## src/sv/byte_pattern_search_macros.svh

```systemverilog
// Assertion macros used by the byte pattern search RTL.
`ifndef BYTE_PATTERN_SEARCH_MACROS_SVH
`define BYTE_PATTERN_SEARCH_MACROS_SVH

`ifndef SYNTHESIS

// Same-cycle implication, checked on every rising edge outside reset.
`define BPS_ASSERT_IMPL(label, ante, cons, msg) \
   label: assert property (@(posedge clock) disable iff (reset) (ante) |-> (cons)) \
      else $error(msg);

// Next-cycle implication.
`define BPS_ASSERT_NEXT(label, ante, cons, msg) \
   label: assert property (@(posedge clock) disable iff (reset) (ante) |=> (cons)) \
      else $error(msg);

// Condition that must never hold.
`define BPS_ASSERT_NEVER(label, cond, msg) \
   label: assert property (@(posedge clock) disable iff (reset) !(cond)) \
      else $error(msg);

`else

`define BPS_ASSERT_IMPL(label, ante, cons, msg)
`define BPS_ASSERT_NEXT(label, ante, cons, msg)
`define BPS_ASSERT_NEVER(label, cond, msg)

`endif

`endif

```

## src/sv/bps_pkg.sv

```systemverilog
// Package with the constants, types and helpers of the byte pattern search.
`timescale 1ns / 1ps
`default_nettype none
package bps_pkg;

   localparam int MAX_PATTERN_BYTES = 16;
   localparam int POSITION_BITS     = 20;
   localparam int FIELD_POS_BITS    = 20;
   localparam int START_BITS        = 20;
   localparam int PAT_LEN_BITS      = 5;
   localparam int CSR_INDEX_BITS    = 8;
   localparam int CSR_DATA_BITS     = 64;

   localparam int LEN_BITS = $clog2(MAX_PATTERN_BYTES + 1);
   localparam int IDX_BITS = (MAX_PATTERN_BYTES > 1) ? $clog2(MAX_PATTERN_BYTES) : 1;
   localparam int CMP_BITS = (POSITION_BITS > FIELD_POS_BITS) ? POSITION_BITS : FIELD_POS_BITS;
   localparam int RSP_DATA_BITS = ((FIELD_POS_BITS + 7) / 8) * 8;

   localparam logic [POSITION_BITS-1:0]  POS_MAX       = '1;
   localparam logic [FIELD_POS_BITS-1:0] FIELD_POS_MAX = '1;

   typedef enum logic [CSR_INDEX_BITS-1:0] {
      CSR_PATTERN_LO  = 8'd0,
      CSR_PATTERN_HI  = 8'd1,
      CSR_PATTERN_LEN = 8'd2,
      CSR_START_OFS   = 8'd3
   } csr_reg_type;

   // Control that the top level hands to every cell of the window.
   typedef struct packed {
      logic shift;
      logic in_use;
   } bps_cell_ctl_type;

   // Byte idx of the 16-byte pattern held in two 64-bit registers.
   function automatic logic [7:0] pattern_byte(input logic [63:0] lo,
                                               input logic [63:0] hi,
                                               input logic [3:0]  idx);
      logic [127:0] all;
      begin
         all = {hi, lo};
         pattern_byte = all[{idx, 3'b000} +: 8];
      end
   endfunction

endpackage
`default_nettype wire

```

## src/sv/bps_cell.sv

```systemverilog
// One window cell: holds a buffer byte, compares its incoming byte, passes it on.
`timescale 1ns / 1ps
`default_nettype none
module bps_cell
   import bps_pkg::*;
(
   input  wire logic             clock,
   input  wire bps_cell_ctl_type ctl,
   input  wire logic [7:0]       byte_in,
   input  wire logic [7:0]       pat_byte,
   output logic      [7:0]       byte_out,
   output logic                  match
);

   logic [7:0] byte_ff;
   logic [7:0] byte_next_in;

   // The compare looks at the byte this cell will hold after the shift.
   assign match    = !ctl.in_use || (byte_in == pat_byte);
   assign byte_out = byte_ff;

   always_comb begin
      byte_next_in = ctl.shift ? byte_in : byte_ff;
   end

   always_ff @(posedge clock) begin
      byte_ff <= byte_next_in;
   end

endmodule
`default_nettype wire

```

## src/sv/byte_pattern_search.sv

```systemverilog
// Top level of the streaming byte pattern search.
//
//  channel  direction  tdata / data                 side band
//  req_     in         [7:0] data_byte              tlast: last_byte
//  rsp_     out        [19:0] match_position        tuser: found
//  csr_     in         csr_index, [63:0] csr_data   -
//
// One byte is taken every cycle while req_tready is high; the window of cells shifts
// and compares in the same cycle, so a byte's result is loaded into the output register as the byte is taken.
// req_tready falls only while a result waits in the output register unaccepted.
// Reset clears the buffer state and the output valid flag and restores the configuration.
// The byte window needs no clearing: a match needs as many bytes of this buffer.
`timescale 1ns / 1ps
`default_nettype none
`include "byte_pattern_search_macros.svh"
module byte_pattern_search
   import bps_pkg::*;
(
   input  wire logic                      clock,
   input  wire logic                      reset,
   input  wire logic                      req_tvalid,
   output logic                           req_tready,
   input  wire logic [7:0]                req_tdata,   // [7:0] data_byte
   input  wire logic                      req_tlast,
   output logic                           rsp_tvalid,
   input  wire logic                      rsp_tready,
   output logic      [RSP_DATA_BITS-1:0]  rsp_tdata,   // [19:0] match_position
   output logic                           rsp_tuser,   // [0] found
   input  wire logic                      csr_valid,
   output logic                           csr_ready,
   input  wire logic [CSR_INDEX_BITS-1:0] csr_index,
   input  wire logic [CSR_DATA_BITS-1:0]  csr_data
);

   logic [63:0]               pat_lo_ff;
   logic [63:0]               pat_hi_ff;
   logic [PAT_LEN_BITS-1:0]   pat_len_ff;
   logic [START_BITS-1:0]     start_ff;

   logic [POSITION_BITS-1:0]  pos_ff, pos_in;
   logic [LEN_BITS-1:0]       since_ff, since_in, since_step;
   logic                      done_ff, done_in;
   logic                      rsp_valid_ff, rsp_valid_in;
   logic                      rsp_found_ff, rsp_found_in;
   logic [FIELD_POS_BITS-1:0] rsp_pos_ff, rsp_pos_in;

   logic                      accept;
   logic                      work;
   logic                      hit;
   logic                      load_rsp;
   logic [LEN_BITS-1:0]       len_eff;
   logic [POSITION_BITS-1:0]  match_base;
   logic [FIELD_POS_BITS-1:0] match_pos;

   logic [7:0]                chain [MAX_PATTERN_BYTES+1];
   logic [MAX_PATTERN_BYTES-1:0] cell_match;

   assign accept     = req_tvalid && req_tready;
   assign work       = accept && !done_ff;
   assign req_tready = !rsp_valid_ff || rsp_tready;
   assign csr_ready  = 1'b1;

   assign rsp_tvalid = rsp_valid_ff;
   assign rsp_tuser  = rsp_found_ff;
   assign rsp_tdata  = RSP_DATA_BITS'(rsp_pos_ff);

   // Length zero reads as one, lengths above the window as the full window.
   always_comb begin
      if (pat_len_ff == '0) begin
         len_eff = LEN_BITS'(1);
      end else if (pat_len_ff > PAT_LEN_BITS'(MAX_PATTERN_BYTES)) begin
         len_eff = LEN_BITS'(MAX_PATTERN_BYTES);
      end else begin
         len_eff = pat_len_ff[LEN_BITS-1:0];
      end
   end

   // Cell j holds the byte j places back and checks it against pattern byte
   // len - 1 - j, so the newest byte meets the last pattern byte.
   assign chain[0] = req_tdata;

   for (genvar j = 0; j < MAX_PATTERN_BYTES; j++) begin : g_cell
      logic [LEN_BITS-1:0] pat_idx;
      bps_cell_ctl_type    ctl;
      logic [7:0]          pat_sel;

      assign pat_idx    = len_eff - LEN_BITS'(j + 1);
      assign ctl.shift  = work;
      assign ctl.in_use = LEN_BITS'(j) < len_eff;
      assign pat_sel    = pattern_byte(pat_lo_ff, pat_hi_ff, 4'(pat_idx[IDX_BITS-1:0]));

      bps_cell u_cell (
         .clock    (clock),
         .ctl      (ctl),
         .byte_in  (chain[j]),
         .pat_byte (pat_sel),
         .byte_out (chain[j+1]),
         .match    (cell_match[j])
      );
   end

   always_comb begin
      since_step = since_ff;
      if ((CMP_BITS'(pos_ff) >= CMP_BITS'(start_ff)) &&
          (since_ff < LEN_BITS'(MAX_PATTERN_BYTES))) begin
         since_step = since_ff + LEN_BITS'(1);
      end
      hit        = (since_step >= len_eff) && (&cell_match);
      match_base = pos_ff - POSITION_BITS'(len_eff) + POSITION_BITS'(1);
      if (CMP_BITS'(match_base) > CMP_BITS'(FIELD_POS_MAX)) begin
         match_pos = FIELD_POS_MAX;
      end else begin
         match_pos = FIELD_POS_BITS'(match_base);
      end
   end

   always_comb begin
      pos_in       = pos_ff;
      since_in     = since_ff;
      done_in      = done_ff;
      load_rsp     = 1'b0;
      rsp_found_in = rsp_found_ff;
      rsp_pos_in   = rsp_pos_ff;
      rsp_valid_in = rsp_valid_ff && !rsp_tready;

      if (work) begin
         if (pos_ff < POS_MAX) begin
            pos_in = pos_ff + POSITION_BITS'(1);
         end
         since_in = since_step;
         if (hit) begin
            load_rsp     = 1'b1;
            rsp_found_in = 1'b1;
            rsp_pos_in   = match_pos;
            done_in      = 1'b1;
         end else if (req_tlast) begin
            load_rsp     = 1'b1;
            rsp_found_in = 1'b0;
            rsp_pos_in   = '0;
         end
      end

      if (load_rsp) begin
         rsp_valid_in = 1'b1;
      end

      // The final byte of a buffer always starts the next one afresh.
      if (accept && req_tlast) begin
         pos_in   = '0;
         since_in = '0;
         done_in  = 1'b0;
      end
   end

   always_ff @(posedge clock) begin
      if (reset) begin
         pos_ff       <= '0;
         since_ff     <= '0;
         done_ff      <= 1'b0;
         rsp_valid_ff <= 1'b0;
      end else begin
         pos_ff       <= pos_in;
         since_ff     <= since_in;
         done_ff      <= done_in;
         rsp_valid_ff <= rsp_valid_in;
      end
   end

   always_ff @(posedge clock) begin
      rsp_found_ff <= rsp_found_in;
      rsp_pos_ff   <= rsp_pos_in;
   end

   always_ff @(posedge clock) begin
      if (reset) begin
         pat_lo_ff  <= '0;
         pat_hi_ff  <= '0;
         pat_len_ff <= PAT_LEN_BITS'(1);
         start_ff   <= '0;
      end else if (csr_valid && csr_ready) begin
         unique case (csr_index)
            CSR_PATTERN_LO:  pat_lo_ff  <= csr_data[63:0];
            CSR_PATTERN_HI:  pat_hi_ff  <= csr_data[63:0];
            CSR_PATTERN_LEN: pat_len_ff <= csr_data[PAT_LEN_BITS-1:0];
            CSR_START_OFS:   start_ff   <= csr_data[START_BITS-1:0];
            default: begin
            end
         endcase
      end
   end

   `BPS_ASSERT_IMPL(a_not_found_pos_zero, rsp_tvalid && !rsp_tuser, rsp_tdata == '0, "not-found result carries a non-zero position")
   `BPS_ASSERT_NEXT(a_last_clears_buffer, accept && req_tlast, (pos_ff == '0) && (since_ff == '0) && !done_ff, "buffer state not cleared after the final beat")
   `BPS_ASSERT_IMPL(a_done_no_result, accept && done_ff, !load_rsp, "second result produced for one buffer")
   `BPS_ASSERT_NEVER(a_since_bound, since_ff > LEN_BITS'(MAX_PATTERN_BYTES), "byte count beyond the window size")

endmodule
`default_nettype wire

```

## config.mk

```make
export PLATFORM = sky130hd
export DESIGN_NAME = byte_pattern_search
export DESIGN_NICKNAME = d
export VERILOG_FILES = /design/src/sv/bps_pkg.sv /design/src/sv/bps_cell.sv /design/src/sv/byte_pattern_search.sv
export VERILOG_INCLUDE_DIRS = /design/src /design/src/sv
export SDC_FILE = /design/constraint.sdc
export NUM_CORES = 1
export LEC_CHECK = 0
export BUFFER_PORTS_ARGS = -buffer_cell sky130_fd_sc_hd__clkbuf_2
export CORE_MARGIN = 2
export CORE_UTILIZATION = 40
export DETAILED_ROUTE_END_ITERATION = 7
export SLEW_MARGIN = 20
export SYNTH_ARGS = -nofsm -noshare
export SYNTH_HDL_FRONTEND = slang
export SYNTH_SLANG_ARGS = --single-unit
```

## constraint.sdc

```tcl
create_clock -name clock -period 6.1 [get_ports clock]
set_clock_uncertainty 0.05 [all_clocks]
set_input_delay 1.22 -clock clock [delete_from_list [all_inputs] [get_ports clock]]
set_output_delay 1.22 -clock clock [all_outputs]
set_load 0.05 [all_outputs]
```

======== Word level (Yosys, flattened, before mapping) ========
Cells that the tools add are included.
storage, ports and cells
  memories kept ........................... 0
  register bits after elaboration ......... 321
  bits in read-only memories .............. 0
  bits in latches ......................... 0
  output and inout port bits .............. 28
  bits of input ports ..................... 86
  logic and storage cells ................. 167
  memory bits (writable) .................. 0
cells by class
  bitwise gates (word level) .............. 0
  muxes and demuxes ....................... 11
  multipliers ............................. 0
  add/subtract/negate cells ............... 20
  equal/unequal tests ..................... 19
  divide/modulo/power cells ............... 0
  reductions and logical operators ........ 54
  shifts and indexed selects .............. 16
  order comparisons ....................... 22
operators by type and width
  kind                                                        number
  indexed part select 128 x 8 -> 8 bit                        16
  == test 8 bit                                               16
  2-to-1 mux 20 bit                                           3
  adder 20 x 1 -> 20 bit (second input constant)              2
  less-than comparator 4 x 5 -> 1 bit (first input constant)  8
  subtractor 4 bit (second input constant)                    8
  >= comparator 20 bit                                        1
  > comparator 20 bit (second input constant)                 1
  less-than comparator 20 bit (second input constant)         1
  less-than comparator 3 x 5 -> 1 bit (first input constant)  4
  subtractor 20 x 5 -> 20 bit                                 1
  logical NOT 1 bit                                           19
  logical OR 1 bit                                            17
  == test 8 x 2 -> 1 bit (second input constant)              2
  AND reduction 16 bit                                        1
  subtractor 4 x 3 -> 4 bit (second input constant)           4
  2-to-1 mux 5 bit                                            3
  AND reduction 2 bit                                         7
  less-than comparator 1 x 5 -> 1 bit (first input constant)  2
  less-than comparator 2 x 5 -> 1 bit (first input constant)  2
  == test 8 x 1 -> 1 bit (second input constant)              1
  logical NOT 8 bit                                           1
  subtractor 4 x 1 -> 4 bit (second input constant)           2
  subtractor 4 x 2 -> 4 bit (second input constant)           2
  9 further kinds                                             18

======== Longest topological paths before layout ========
Gate-level depths: netlist (run 1).
  word-level depth ........................ 12
  depth in mapped cells ................... 22

======== By module ========
Synthesis (run 1) repeated with hierarchy kept, for this count alone.
second synthesis, totals
  cells, all modules ...................... 2,159
  area, all modules ....................... 20,469.6 µm²
by module, submodules not included
  module               sequential area each (µm²)  instances  cells an instance  area each (µm²)
  byte_pattern_search  4,234.1                     1          1,855              15,224.6
  bps_cell             240.2                       16         19                 327.8

======== Worst setup path after synthesis (run 1) ========
Ideal clock, no wire load.
  path type ............................... input-to-reg
  from .................................... input rsp_tready
  to ...................................... register pos_ff[19]
  required time ........................... 5,930 ps
  stages on the path ...................... 13
  data arrival time ....................... 6,134 ps
  setup time .............................. 120 ps
  path slack .............................. -205 ps
  cells stage by stage .................... nand2b_1 nand2_1 or2_2 inv_1 and3_1 nand3_1 nor2_1 and2_1 nand3_1 nor2_1 nand4_1 xor2_1 nor2_1
on the way
  longest elaborated chain between the ends .. 4
  elaborated cells between the ends (all ways) .. 6
  those cells by class .................... 6 x reduce/logical
ends and longest elaborated chain
  element                               RTL line                    text
  start: declaration                    byte_pattern_search.sv:26   input wire logic rsp_tready,
  logical OR 1 bit                      byte_pattern_search.sv:60   assign req_tready = !rsp_valid_ff || rsp_tready;
  logical AND 1 bit                     byte_pattern_search.sv:58   assign accept = req_tvalid && req_tready;
  logical AND 1 bit                     byte_pattern_search.sv:59   assign work = accept && !done_ff;
  via work                              byte_pattern_search.sv:48   logic work;
  AND reduction 2 bit (no source line)  -
  end signal: assignment                byte_pattern_search.sv:162  pos_ff <= pos_in;
  end: declaration                      byte_pattern_search.sv:40   logic [POSITION_BITS-1:0] pos_ff, pos_in;
The timed path passes the listed nets, and every way through them passes these cells.
A chain may end at the register's enable or synchronous reset.

======== Worst setup path after layout (run 1) ========
  from .................................... register pat_len_ff[4]
  to ...................................... register rsp_pos_ff[19], enable pin
on the way
  longest elaborated chain between the ends .. 11
  elaborated cells between the ends (all ways) .. 105
  those cells by class .................... 16 x add/sub; 18 x order compare; 16 x eq/ne; 16 x shift; 2 x mux; 37 x reduce/logical
ends and longest elaborated chain
  element                                            RTL line                    text
  start: declaration                                 byte_pattern_search.sv:37   logic [PAT_LEN_BITS-1:0] pat_len_ff;
  start signal: assignment                           byte_pattern_search.sv:184  CSR_PATTERN_LEN: pat_len_ff <= csr_data[PAT_LEN_BITS-1:0];
  > comparator 5 bit                                 byte_pattern_search.sv:71   end else if (pat_len_ff > PAT_LEN_BITS'(MAX_PATTERN_BYTES)) begin
  2-to-1 mux 5 bit                                   byte_pattern_search.sv:71
  2-to-1 mux 5 bit (*)                               byte_pattern_search.sv:69   if (pat_len_ff == '0) begin
  subtractor 4 x 1 -> 4 bit (tied with other cells)  byte_pattern_search.sv:87   assign pat_idx = len_eff - LEN_BITS'(j + 1);
  indexed part select 128 x 8 -> 8 bit               bps_pkg.sv:42               pattern_byte = all[{idx, 3'b000} +: 8];
  == test 8 bit                                      bps_cell.sv:19              assign match = !ctl.in_use || (byte_in == pat_byte);
  logical OR 1 bit                                   bps_cell.sv:19
  AND reduction 16 bit                               byte_pattern_search.sv:108  hit = (since_step >= len_eff) && (&cell_match);
  logical AND 1 bit (*)                              byte_pattern_search.sv:108
  via hit                                            byte_pattern_search.sv:49   logic hit;
  nonzero test 2 bit (no source line) (*)            -
  AND reduction 2 bit (no source line) (*)           -
  end signal: assignment                             byte_pattern_search.sv:171  rsp_pos_ff <= rsp_pos_in;
  end: declaration                                   byte_pattern_search.sv:45   logic [FIELD_POS_BITS-1:0] rsp_pos_ff, rsp_pos_in;
The timed path passes the listed nets; every way through them passes the cells marked *.

==> impl_results.rst, run 1 <==
.. list-table::
   :header-rows: 1

   * - Metric
     - Value
   * - DRC marker count from the first detailed-route iteration
     - 1839
   * - Number of synthesized register bits
     - about 320
   * - Fillers
     - roughly 4700
   * - Worst Hold Margin
     - 0.398 ns
   * - Cell area after synthesis
     - ~21000 µm²
   * - Number of global-route vias before repair
     - between 15000 and 20000
   * - Post-CTS clock slew at the launch and capture registers of the worst setup and hold paths
     - ~0.070 ns
   * - Net switching power
     - 1.21 mW
   * - Initial standard-cell utilization of the core
     - about 40%
   * - Max-cap violations
     - 0
   * - Largest delay share family, worst path
     - compound AO/OA/AOI/OAI gates
   * - Worst supply voltage drop on vdd
     - 0.000175 V
   * - Post-layout minimum cycle time
     - approximately 5.6 ns
   * - Number of synthesized flops with an enable pin
     - around 140
   * - CORE AREA
     - between 50000 and 60000 µm²
   * - Cell type of the slowest stage on the worst timing path
     - sky130_fd_sc_hd__dfxtp_1
   * - Headroom to the max-slew limit
     - 35.8%
   * - Total Negative Setup Slacks
     - 0 ns
   * - # setup viols final
     - 0
   * - Gate count after technology mapping
     - around 1900
   * - Critical path capture point type
     - flip-flop
   * - Number of levels the H-tree was split into
     - 2
   * - Nets@finish
     - approximately 2100
   * - Fin. Hold Viols
     - 0
   * - Antenna violations before repair
     - 0
   * - Ratio of cells with drive above 1 in the final layout
     - around 22%
   * - Arrival @ worst endpoint
     - 5.80 ns
   * - Crit Path Class
     - reg2reg
   * - Clock tree from TritonCTS
     - done
   * - Fraction of power consumed by sequential logic
     - a little under half
   * - Post-synth ARST share
     - 0%
   * - Number of sinks on the clock net
     - around 320
   * - Critical path required time
     - 6.32 ns
   * - Height of the die
     - ~230 µm
   * - Hold Path Class
     - reg2reg
   * - Number of hold-repair buffers added at the cts stage
     - 0
   * - Total Routing Usage GR
     - 26.9%
   * - Global-route congestion overflow total
     - 0
   * - Placer congestion estimate
     - 1.05
   * - Count of port buffers added during placement
     - about 110
   * - Number of buffers created by CTS
     - 38
   * - Final antenna diode count
     - 0
   * - Die outline width
     - approximately 230 µm
   * - Max clock buf depth
     - 3
   * - Logic pwr share
     - around 5%
   * - Worst setup slack after placement
     - approximately 0.53 ns
   * - Outcome
     - complete, no violations
   * - Number of pins exceeding their max-slew limit in the final report
     - 0
   * - Wire length per cell
     - around 27 µm
   * - Number of placed I/O pins
     - between 100 and 150
   * - Largest fanout on the critical path
     - 67
   * - Avg Inst Size Synth
     - ~11 µm²
   * - Slowest Stage Delay on Critical Path
     - 0.57 ns
   * - Proportion of synthesized chip area in sequential cells
     - a little under two fifths
   * - Least-Margin Pin Slew
     - 0.963 ns
   * - Insertion delay to the later sink of the worst-skew pair
     - between 0.5 and 0.6 ns
   * - Buffers inserted during post-CTS setup optimization
     - 0
   * - Detailed Place HPWL
     - roughly 56 mm
   * - Post-cts resize count
     - 0
   * - Area Growth Syn to Fin
     - 13.3%
   * - Final wirelength
     - roughly 72 mm
   * - Slack of the critical path
     - around 0.52 ns
   * - FP Rows
     - between 80 and 90
   * - Clk Tree Root Cell
     - sky130_fd_sc_hd__clkbuf_16
   * - Portion of total power attributed to the clock network
     - about half
   * - Global-route wire length before repair
     - between 100 and 150 mm
   * - WP buf/inv
     - 4
   * - Final period util
     - 91.5%
   * - End-of-flow core utilization
     - between 40 and 50%
   * - Via-per-instance ratio
     - approximately 6.3
   * - Final routed DRC violation total
     - 0
   * - Main synth FF type
     - sky130_fd_sc_hd__dfxtp_1
   * - Unrepaired setup endpoints after global routing
     - false
   * - Synth unique cells
     - 73
   * - Achievable Freq
     - between 0.15 and 0.2 GHz
   * - Crit-path cells
     - inv_2 -> o21ai_4 -> buf_12 -> buf_4 -> mux4_2 -> mux4_2 -> xnor2_1 -> nand4_1 -> nor2_1 -> nand4_1 -> a2111o_1 -> a2111o_1 -> a21oi_4 -> o21a_1 -> buf_12
   * - Net switching fraction of the power
     - a little under a quarter
   * - DR vias
     - around 17000
   * - Total die area
     - about 53000 µm²
   * - Internal power
     - 3.96 mW
   * - Category of the worst setup path launch point
     - flip-flop
   * - Number of synthesis warnings
     - 0
   * - Number of optimization iterations in the first detailed-route pass
     - 7
   * - Leak
     - about 8.1 nW
   * - Maximum number of pins on one net before global-route repair
     - 90
   * - Cell Pwr Density
     - 222 nW/µm²
   * - Post-route antenna net violation count
     - 0
[power groups by stage]
stage	clock network, mW	registers, mW	logic [mW]
final	2.52	2.39	0.260
after global routing	2.62	2.39	0.280
after CTS	2.55	2.38	0.259
after floorplan	0	2.41	0.141
after global placement	0	2.43	0.255
after detailed placement	0	2.43	0.258
[path summary, 6_finish.rpt]
path / cells past startpoint / to / startpoint / slack (ns)
worst min-delay path: 0 / g_cell[14].u_cell.byte_out[5] / g_cell[13].u_cell.byte_out[5] / 0.40
worst max register to register: 15 / rsp_pos_ff[19] / pat_len_ff[4] / 0.52
worst max-delay path: 15 / rsp_pos_ff[19] / pat_len_ff[4] / 0.52
worst min register to register: 0 / g_cell[14].u_cell.byte_out[5] / g_cell[13].u_cell.byte_out[5] / 0.40
[final cells by class]
type	instances	area (µm²)	area share, %
multi-input cells	1394	11900	51.3
well taps	680	851	3.66
repair buffers	156	953	4.10
inverters	83	315	1.36
clock buffers	46	1070	4.58
flip-flops and latches	321	7840	33.7
clock inverters	21	310	1.33
[Yosys cell counts, drive strengths merged (3+ instances only)]
master	instances	area (µm²)
dfxtp	180	3600
or3	24	150
o22a	55	482
o22ai	69	432
nand2b	6	37.5
and3	8	50.1
and2	12	75.1
nand4	28	175
clkbuf	67	251
xor2	32	280
nand2	288	1080
buf	50	268
ha	62	776
xnor2	91	812
a2111oi	3	38.8
o41ai	4	35.0
mux4	194	4370
or2	3	18.8
nor4b	8	70.1
nor2	84	332
nand4b	7	61.3
nor2b	9	56.3
o21ai	44	224
nor3	28	195
nor4	12	81.3
o21a	11	82.6
a22oi	3	22.5
edfxtp	141	4230
mux2i	39	390
o31ai	3	22.5
a211oi	3	22.5
inv	83	312
nand3	50	250
a21o	14	105
a21oi	162	822
[worst reg2reg max path, delay by kind of cell (launching register included)]
family | cells | cell delay (ns)
xor+xnor | 1 | 0.28
simple gates | 3 | 0.75
compound gates | 5 | 1.40
flops | 1 | 0.57
mux | 2 | 0.95
buf+inv | 4 | 1.29
[cells by family (layout without fill, tap and decap cells)]
logic type / after synthesis / after routing / share of synthesized area [%]
xor gates and xnor gates: 123 / 123 / 5.32
DFF: 321 / 321 / 38.2
and+or+nand+nor: 576 / 576 / 13.2
adders and majority gates: 63 / 63 / 3.88
buffers and inverters: 200 / 306 / 4.05
muxes: 234 / 234 / 23.2
AOI/OAI and AO/OA: 393 / 393 / 12.1
other: 2 / 5 / 0.0366
[metal layers]
layer / part of all wire, % / wire length, µm / GRT usage, %
met5: 0 / 0 / 0
met1: 41 / 29300 / 37.4
met2: 44 / 31400 / 39.8
met3: 11 / 7640 / 6.16
met4: 5.2 / 3730 / 12.6
[sequential cells by signal, summed over array words and instances, names as in the netlist]
register and flops:
g_cell.u_cell.byte_out 120, rsp_pos_ff 20, since_ff 5, rsp_tvalid 1
start_ff 20, rsp_tuser 1, pat_lo_ff 64, pat_len_ff 5
pat_hi_ff 64, pos_ff 20, done_ff 1
[stage by stage]
step | instances | total power [mW] | instance area, µm²
after CTS | 2701 | 5.19 | 23300
after global routing | 2701 | 5.29 | 23300
after global placement | 2634 | 2.68 | 21900
final | 2701 | 5.16 | 23300
after floorplan | 1915 | 2.55 | 20500
after detailed placement | 2634 | 2.69 | 21900
[layout by cell type (no fill, tap or decap), types with 50 or more instances in the layout]
cell,count
sky130_fd_sc_hd__a21oi_1,161
sky130_fd_sc_hd__clkbuf_2,108
sky130_fd_sc_hd__dfxtp_1,180
sky130_fd_sc_hd__edfxtp_1,141
sky130_fd_sc_hd__ha_1,62
sky130_fd_sc_hd__inv_1,77
sky130_fd_sc_hd__mux4_2,194
sky130_fd_sc_hd__nand2_1,287
sky130_fd_sc_hd__nand3_1,50
sky130_fd_sc_hd__nor2_1,83
sky130_fd_sc_hd__o22a_1,55
sky130_fd_sc_hd__o22ai_1,69
sky130_fd_sc_hd__xnor2_1,87
(Power assumes the default switching activity.)
==> run 2, diff against run 1 <==
--- a/config.mk
+++ b/config.mk
@@ -8,7 +8,7 @@
 export LEC_CHECK = 0
 export BUFFER_PORTS_ARGS = -buffer_cell sky130_fd_sc_hd__clkbuf_2
 export CORE_MARGIN = 2
-export CORE_UTILIZATION = 40
+export CORE_UTILIZATION = 30
 export DETAILED_ROUTE_END_ITERATION = 7
 export SLEW_MARGIN = 20
 export SYNTH_ARGS = -nofsm -noshare
==> run 2 against run 1 <==
Die area grew 33%. Critical path type unchanged. Design area grew 0.22%. Wire length shrank 0.56%. Hold slack gained 0.0013 ns. Sequential power is essentially flat. Clock power shrank 12%. Sequential share of layout area shrank 0.074 points. Utilization shrank 11 points. Via count is essentially flat.
==> impl_results.rst, run 2 (synthesis gave the netlist of run 1 again) <==
.. list-table::
   :header-rows: 1

   * - Metric
     - Value
   * - Number of hold-repair buffers added at the cts stage
     - 0 (unchanged)
   * - Max-cap violations
     - 0 (unchanged)
   * - End-of-flow core utilization
     - 34.5% (was 45.6%)
   * - # setup viols final
     - 0 (unchanged)
   * - Nets@finish
     - 2142 (was 2143)
   * - Capture point of the worst reg-to-reg path
     - rsp_pos_ff[13] (was rsp_pos_ff[19])
   * - Number of buffers created by CTS
     - 37 (was 38)
   * - Worst supply voltage drop on vdd
     - 0.000188 V (was 0.000175 V)
   * - Post-CTS clock slew at the launch and capture registers of the worst setup and hold paths
     - 0.06 ns (was 0.07 ns)
   * - R2r setup slk
     - 0.35 ns (was 0.52 ns)
   * - Die outline width
     - 266 µm (was 231 µm)
   * - Number of optimization iterations in the first detailed-route pass
     - 8 (was 7)
   * - Slowest Stage Delay on Critical Path
     - 0.61 ns (was 0.57 ns)
   * - FP Rows
     - 95 (was 83)
   * - Most common cell after layout, fill and taps aside
     - sky130_fd_sc_hd__nand2_1 (unchanged)
   * - Post-layout minimum cycle time
     - 5.75 ns (was 5.58 ns)
   * - Number of flip-flops under the largest register name
     - 120 (unchanged)
   * - Number of stages on the worst setup path
     - 17 (was 15)
   * - Count of port buffers added during placement
     - 108 (unchanged)
   * - DR vias
     - 16988 (was 16996)
   * - CORE AREA
     - 67500 µm² (was 51000 µm²)
   * - Detailed Place HPWL
     - 55.6 mm (was 55.9 mm)
   * - Area Growth Syn to Fin
     - 13.5% (was 13.3%)
   * - Initial standard-cell utilization of the core
     - 30.4% (was 40.3%)
   * - Max clock buf depth
     - 3 (unchanged)
   * - WP buf/inv
     - 4 (unchanged)
   * - Total die area
     - 70600 µm² (was 53200 µm²)
   * - Start of the worst register-to-register path
     - pat_len_ff[1] (was pat_len_ff[4])
   * - Most frequent cell on the critical path
     - sky130_fd_sc_hd__buf_4
   * - Total Negative Setup Slacks
     - 0 ns (unchanged)
   * - Cell depth of the worst flop-to-flop path
     - 17 (was 15)
   * - Number of levels the H-tree was split into
     - 2 (unchanged)
   * - Height of the die
     - 266 µm (was 231 µm)
   * - Number of pins exceeding their max-slew limit in the final report
     - 0 (unchanged)
   * - Critical path required time
     - 6.28 ns (was 6.32 ns)
   * - Achievable Freq
     - 0.174 GHz (was 0.179 GHz)
   * - Fin area
     - 23300 µm² (about the same)
   * - Global-route wire length before repair
     - 106 mm (was 105 mm)
   * - Maximum number of pins on one net before global-route repair
     - 129 (was 90)
   * - Buffers inserted during post-CTS setup optimization
     - 0 (unchanged)
   * - DRC marker count from the first detailed-route iteration
     - 2241 (was 1839)
   * - Number of placed I/O pins
     - 114 (unchanged)
   * - Total Routing Usage GR
     - 20.1% (was 26.9%)
   * - Final period util
     - 94.2% (was 91.5%)
   * - Clk Tree Root Cell
     - sky130_fd_sc_hd__clkbuf_16 (unchanged)
   * - Area after DPL
     - 22100 µm² (was 21900 µm²)
   * - Fillers
     - 6701 (was 4734)
   * - Hold Path Class
     - reg2reg (unchanged)
   * - Crit-path cells
     - nor3_2 -> o21ai_4 -> inv_1 -> ha_1 -> buf_4 -> mux4_2 -> o22ai_1 -> or3_1 -> nand4_1 -> nor4_1 -> buf_4 -> a41oi_1 -> a2111o_1 -> a2111o_1 -> a21oi_4 -> o21a_1 -> buf_4 (was inv_2 -> o21ai_4 -> buf_12 -> buf_4 -> mux4_2 -> mux4_2 -> xnor2_1 -> nand4_1 -> nor2_1 -> nand4_1 -> a2111o_1 -> a2111o_1 -> a21oi_4 -> o21a_1 -> buf_12)
   * - Category of the worst setup path launch point
     - flip-flop (unchanged)
   * - Number of global-route vias before repair
     - 16059 (was 15656)
   * - Headroom to the max-slew limit
     - 31.6% (was 35.8%)
   * - Post-route antenna net violation count
     - 0 (unchanged)
   * - Least-Margin Pin Slew
     - 1.02 ns (was 0.963 ns)
   * - Final routed DRC violation total
     - 0 (unchanged)
   * - Launching element of the worst setup path
     - pat_len_ff[1] (was pat_len_ff[4])
   * - Unrepaired setup endpoints after global routing
     - false (unchanged)
   * - Cell Pwr Density
     - 209 nW/µm² (was 222 nW/µm²)
   * - Via-per-instance ratio
     - 5.87 (was 6.29)
   * - Leak
     - 8.04 nW (was 8.11 nW)
   * - Number of sinks on the clock net
     - 321 (unchanged)
   * - Global-route congestion overflow total
     - 0 (unchanged)
   * - Insertion delay to the later sink of the worst-skew pair
     - 0.58 ns (about the same)
   * - Critical path capture point type
     - flip-flop (unchanged)
   * - Final wirelength
     - 71.7 mm (was 72.1 mm)
   * - Cell type of the slowest stage on the worst timing path
     - sky130_fd_sc_hd__mux4_2 (was sky130_fd_sc_hd__dfxtp_1)
   * - Count of placed standard cells including taps
     - 2827 (was 2634)
   * - Crit Path Class
     - reg2reg (unchanged)
   * - Slack of the critical path
     - 0.353 ns (was 0.519 ns)
   * - Ratio of cells with drive above 1 in the final layout
     - 22.2% (was 22.5%)
   * - Crit path capture
     - rsp_pos_ff[13] (was rsp_pos_ff[19])
   * - Final antenna diode count
     - 0 (unchanged)
   * - Largest delay share family, worst path
     - compound AO/OA/AOI/OAI gates (unchanged)
   * - Arrival @ worst endpoint
     - 5.93 ns (was 5.80 ns)
   * - Worst setup slack after placement
     - 0.424 ns (was 0.532 ns)
   * - Clock tree from TritonCTS
     - done (unchanged)
   * - Fin. Hold Viols
     - 0 (unchanged)
   * - Most frequent cells in the layout
     - sky130_fd_sc_hd__nand2_1 (287), sky130_fd_sc_hd__mux4_2 (194), sky130_fd_sc_hd__dfxtp_1 (180) (unchanged)
   * - Antenna violations before repair
     - 3 (was 0)
   * - Wire length per cell
     - 24.8 µm (was 26.7 µm)
   * - Largest fanout on the critical path
     - 21 (was 67)
   * - Final non-filler cell total
     - 2894 (was 2701)
   * - Post-cts resize count
     - 0 (unchanged)
   * - Placer congestion estimate
     - 1.05 (about the same)
   * - Outcome
     - complete, no violations (unchanged)
[run 2: changes by cell type in the layout (fill, tap and decap cells not counted), moves of 2 or more]
| cell | previous run | this run |
|---|---|---|
| sky130_fd_sc_hd__clkinvlp_4 | 3 | 1 |
| sky130_fd_sc_hd__clkbuf_16 | 41 | 39 |
| sky130_fd_sc_hd__clkinv_2 | 7 | 12 |
| sky130_fd_sc_hd__o21ai_1 | 3 | 5 |
| sky130_fd_sc_hd__bufinv_16 | 7 | 1 |
| sky130_fd_sc_hd__o21ai_2 | 2 | 0 |
| sky130_fd_sc_hd__clkinv_1 | 1 | 3 |
[run 2: power by group]
part | switching, mW | total [mW] | internal (mW)
Combinational | 0.173 | 0.257 | 0.0841
Clock | 0.964 | 2.22 | 1.26
Sequential | 0.0787 | 2.40 | 2.32
[run 2: worst min-delay path by stage]
| stage | start | endpoint | slack, ns | depth (start not counted) |
|---|---|---|---|---|
| 2_1_floorplan | g_cell[9].u_cell.byte_out[2] | g_cell[10].u_cell.byte_out[2] | 0.38 | 0 |
| 3_3_place_gp | g_cell[7].u_cell.byte_out[5] | g_cell[8].u_cell.byte_out[5] | 0.38 | 0 |
| 4_1_cts | g_cell[9].u_cell.byte_out[5] | g_cell[10].u_cell.byte_out[5] | 0.40 | 0 |
| 6_report | g_cell[1].u_cell.byte_out[4] | g_cell[2].u_cell.byte_out[4] | 0.40 | 0 |
| 5_1_grt | g_cell[1].u_cell.byte_out[3] | g_cell[2].u_cell.byte_out[3] | 0.41 | 0 |
| 3_5_place_dp | g_cell[9].u_cell.byte_out[5] | g_cell[10].u_cell.byte_out[5] | 0.39 | 0 |
[run 2: metal layers]
metal  GRT usage [%]  up-vias  wire length [µm]
li1                -     7392                 -
met1            25.8     8391             27300
met2            31.2      999             32400
met3            5.19      200              7850
met4            10.3        6              4040
met5               0        -                52
[run 2: through the flow]
stage | hold slack (ns) | power [mW]
4_1_cts | 0.401 | 4.91
2_1_floorplan | 0.376 | 2.55
3_5_place_dp | 0.386 | 2.69
3_3_place_gp | 0.383 | 2.69
6_report | 0.400 | 4.88
5_1_grt | 0.410 | 5.02
[run 2: worst reg2reg max path: cells and delay by family (launching register included)]
family / cells / cell delay, ns
DFF: 1 / 0.58
adders and majority gates: 1 / 0.60
muxes: 1 / 0.61
and+or+nand+nor: 4 / 0.86
buffers and inverters: 4 / 0.87
AOI/OAI and AO/OA: 7 / 1.86
[run 2: area by class of cell]
| cell class | count | area [µm²] | area share (%) |
|---|---|---|---|
| Multi-Input combinational cell | 1394 | 11900 | 51.1 |
| Inverter | 83 | 315 | 1.35 |
| Clock inverter | 22 | 165 | 0.708 |
| Clock buffer | 45 | 1030 | 4.41 |
| Timing Repair Buffer | 156 | 953 | 4.09 |
| Sequential cell | 321 | 7840 | 33.6 |
| Tap cell | 873 | 1090 | 4.69 |
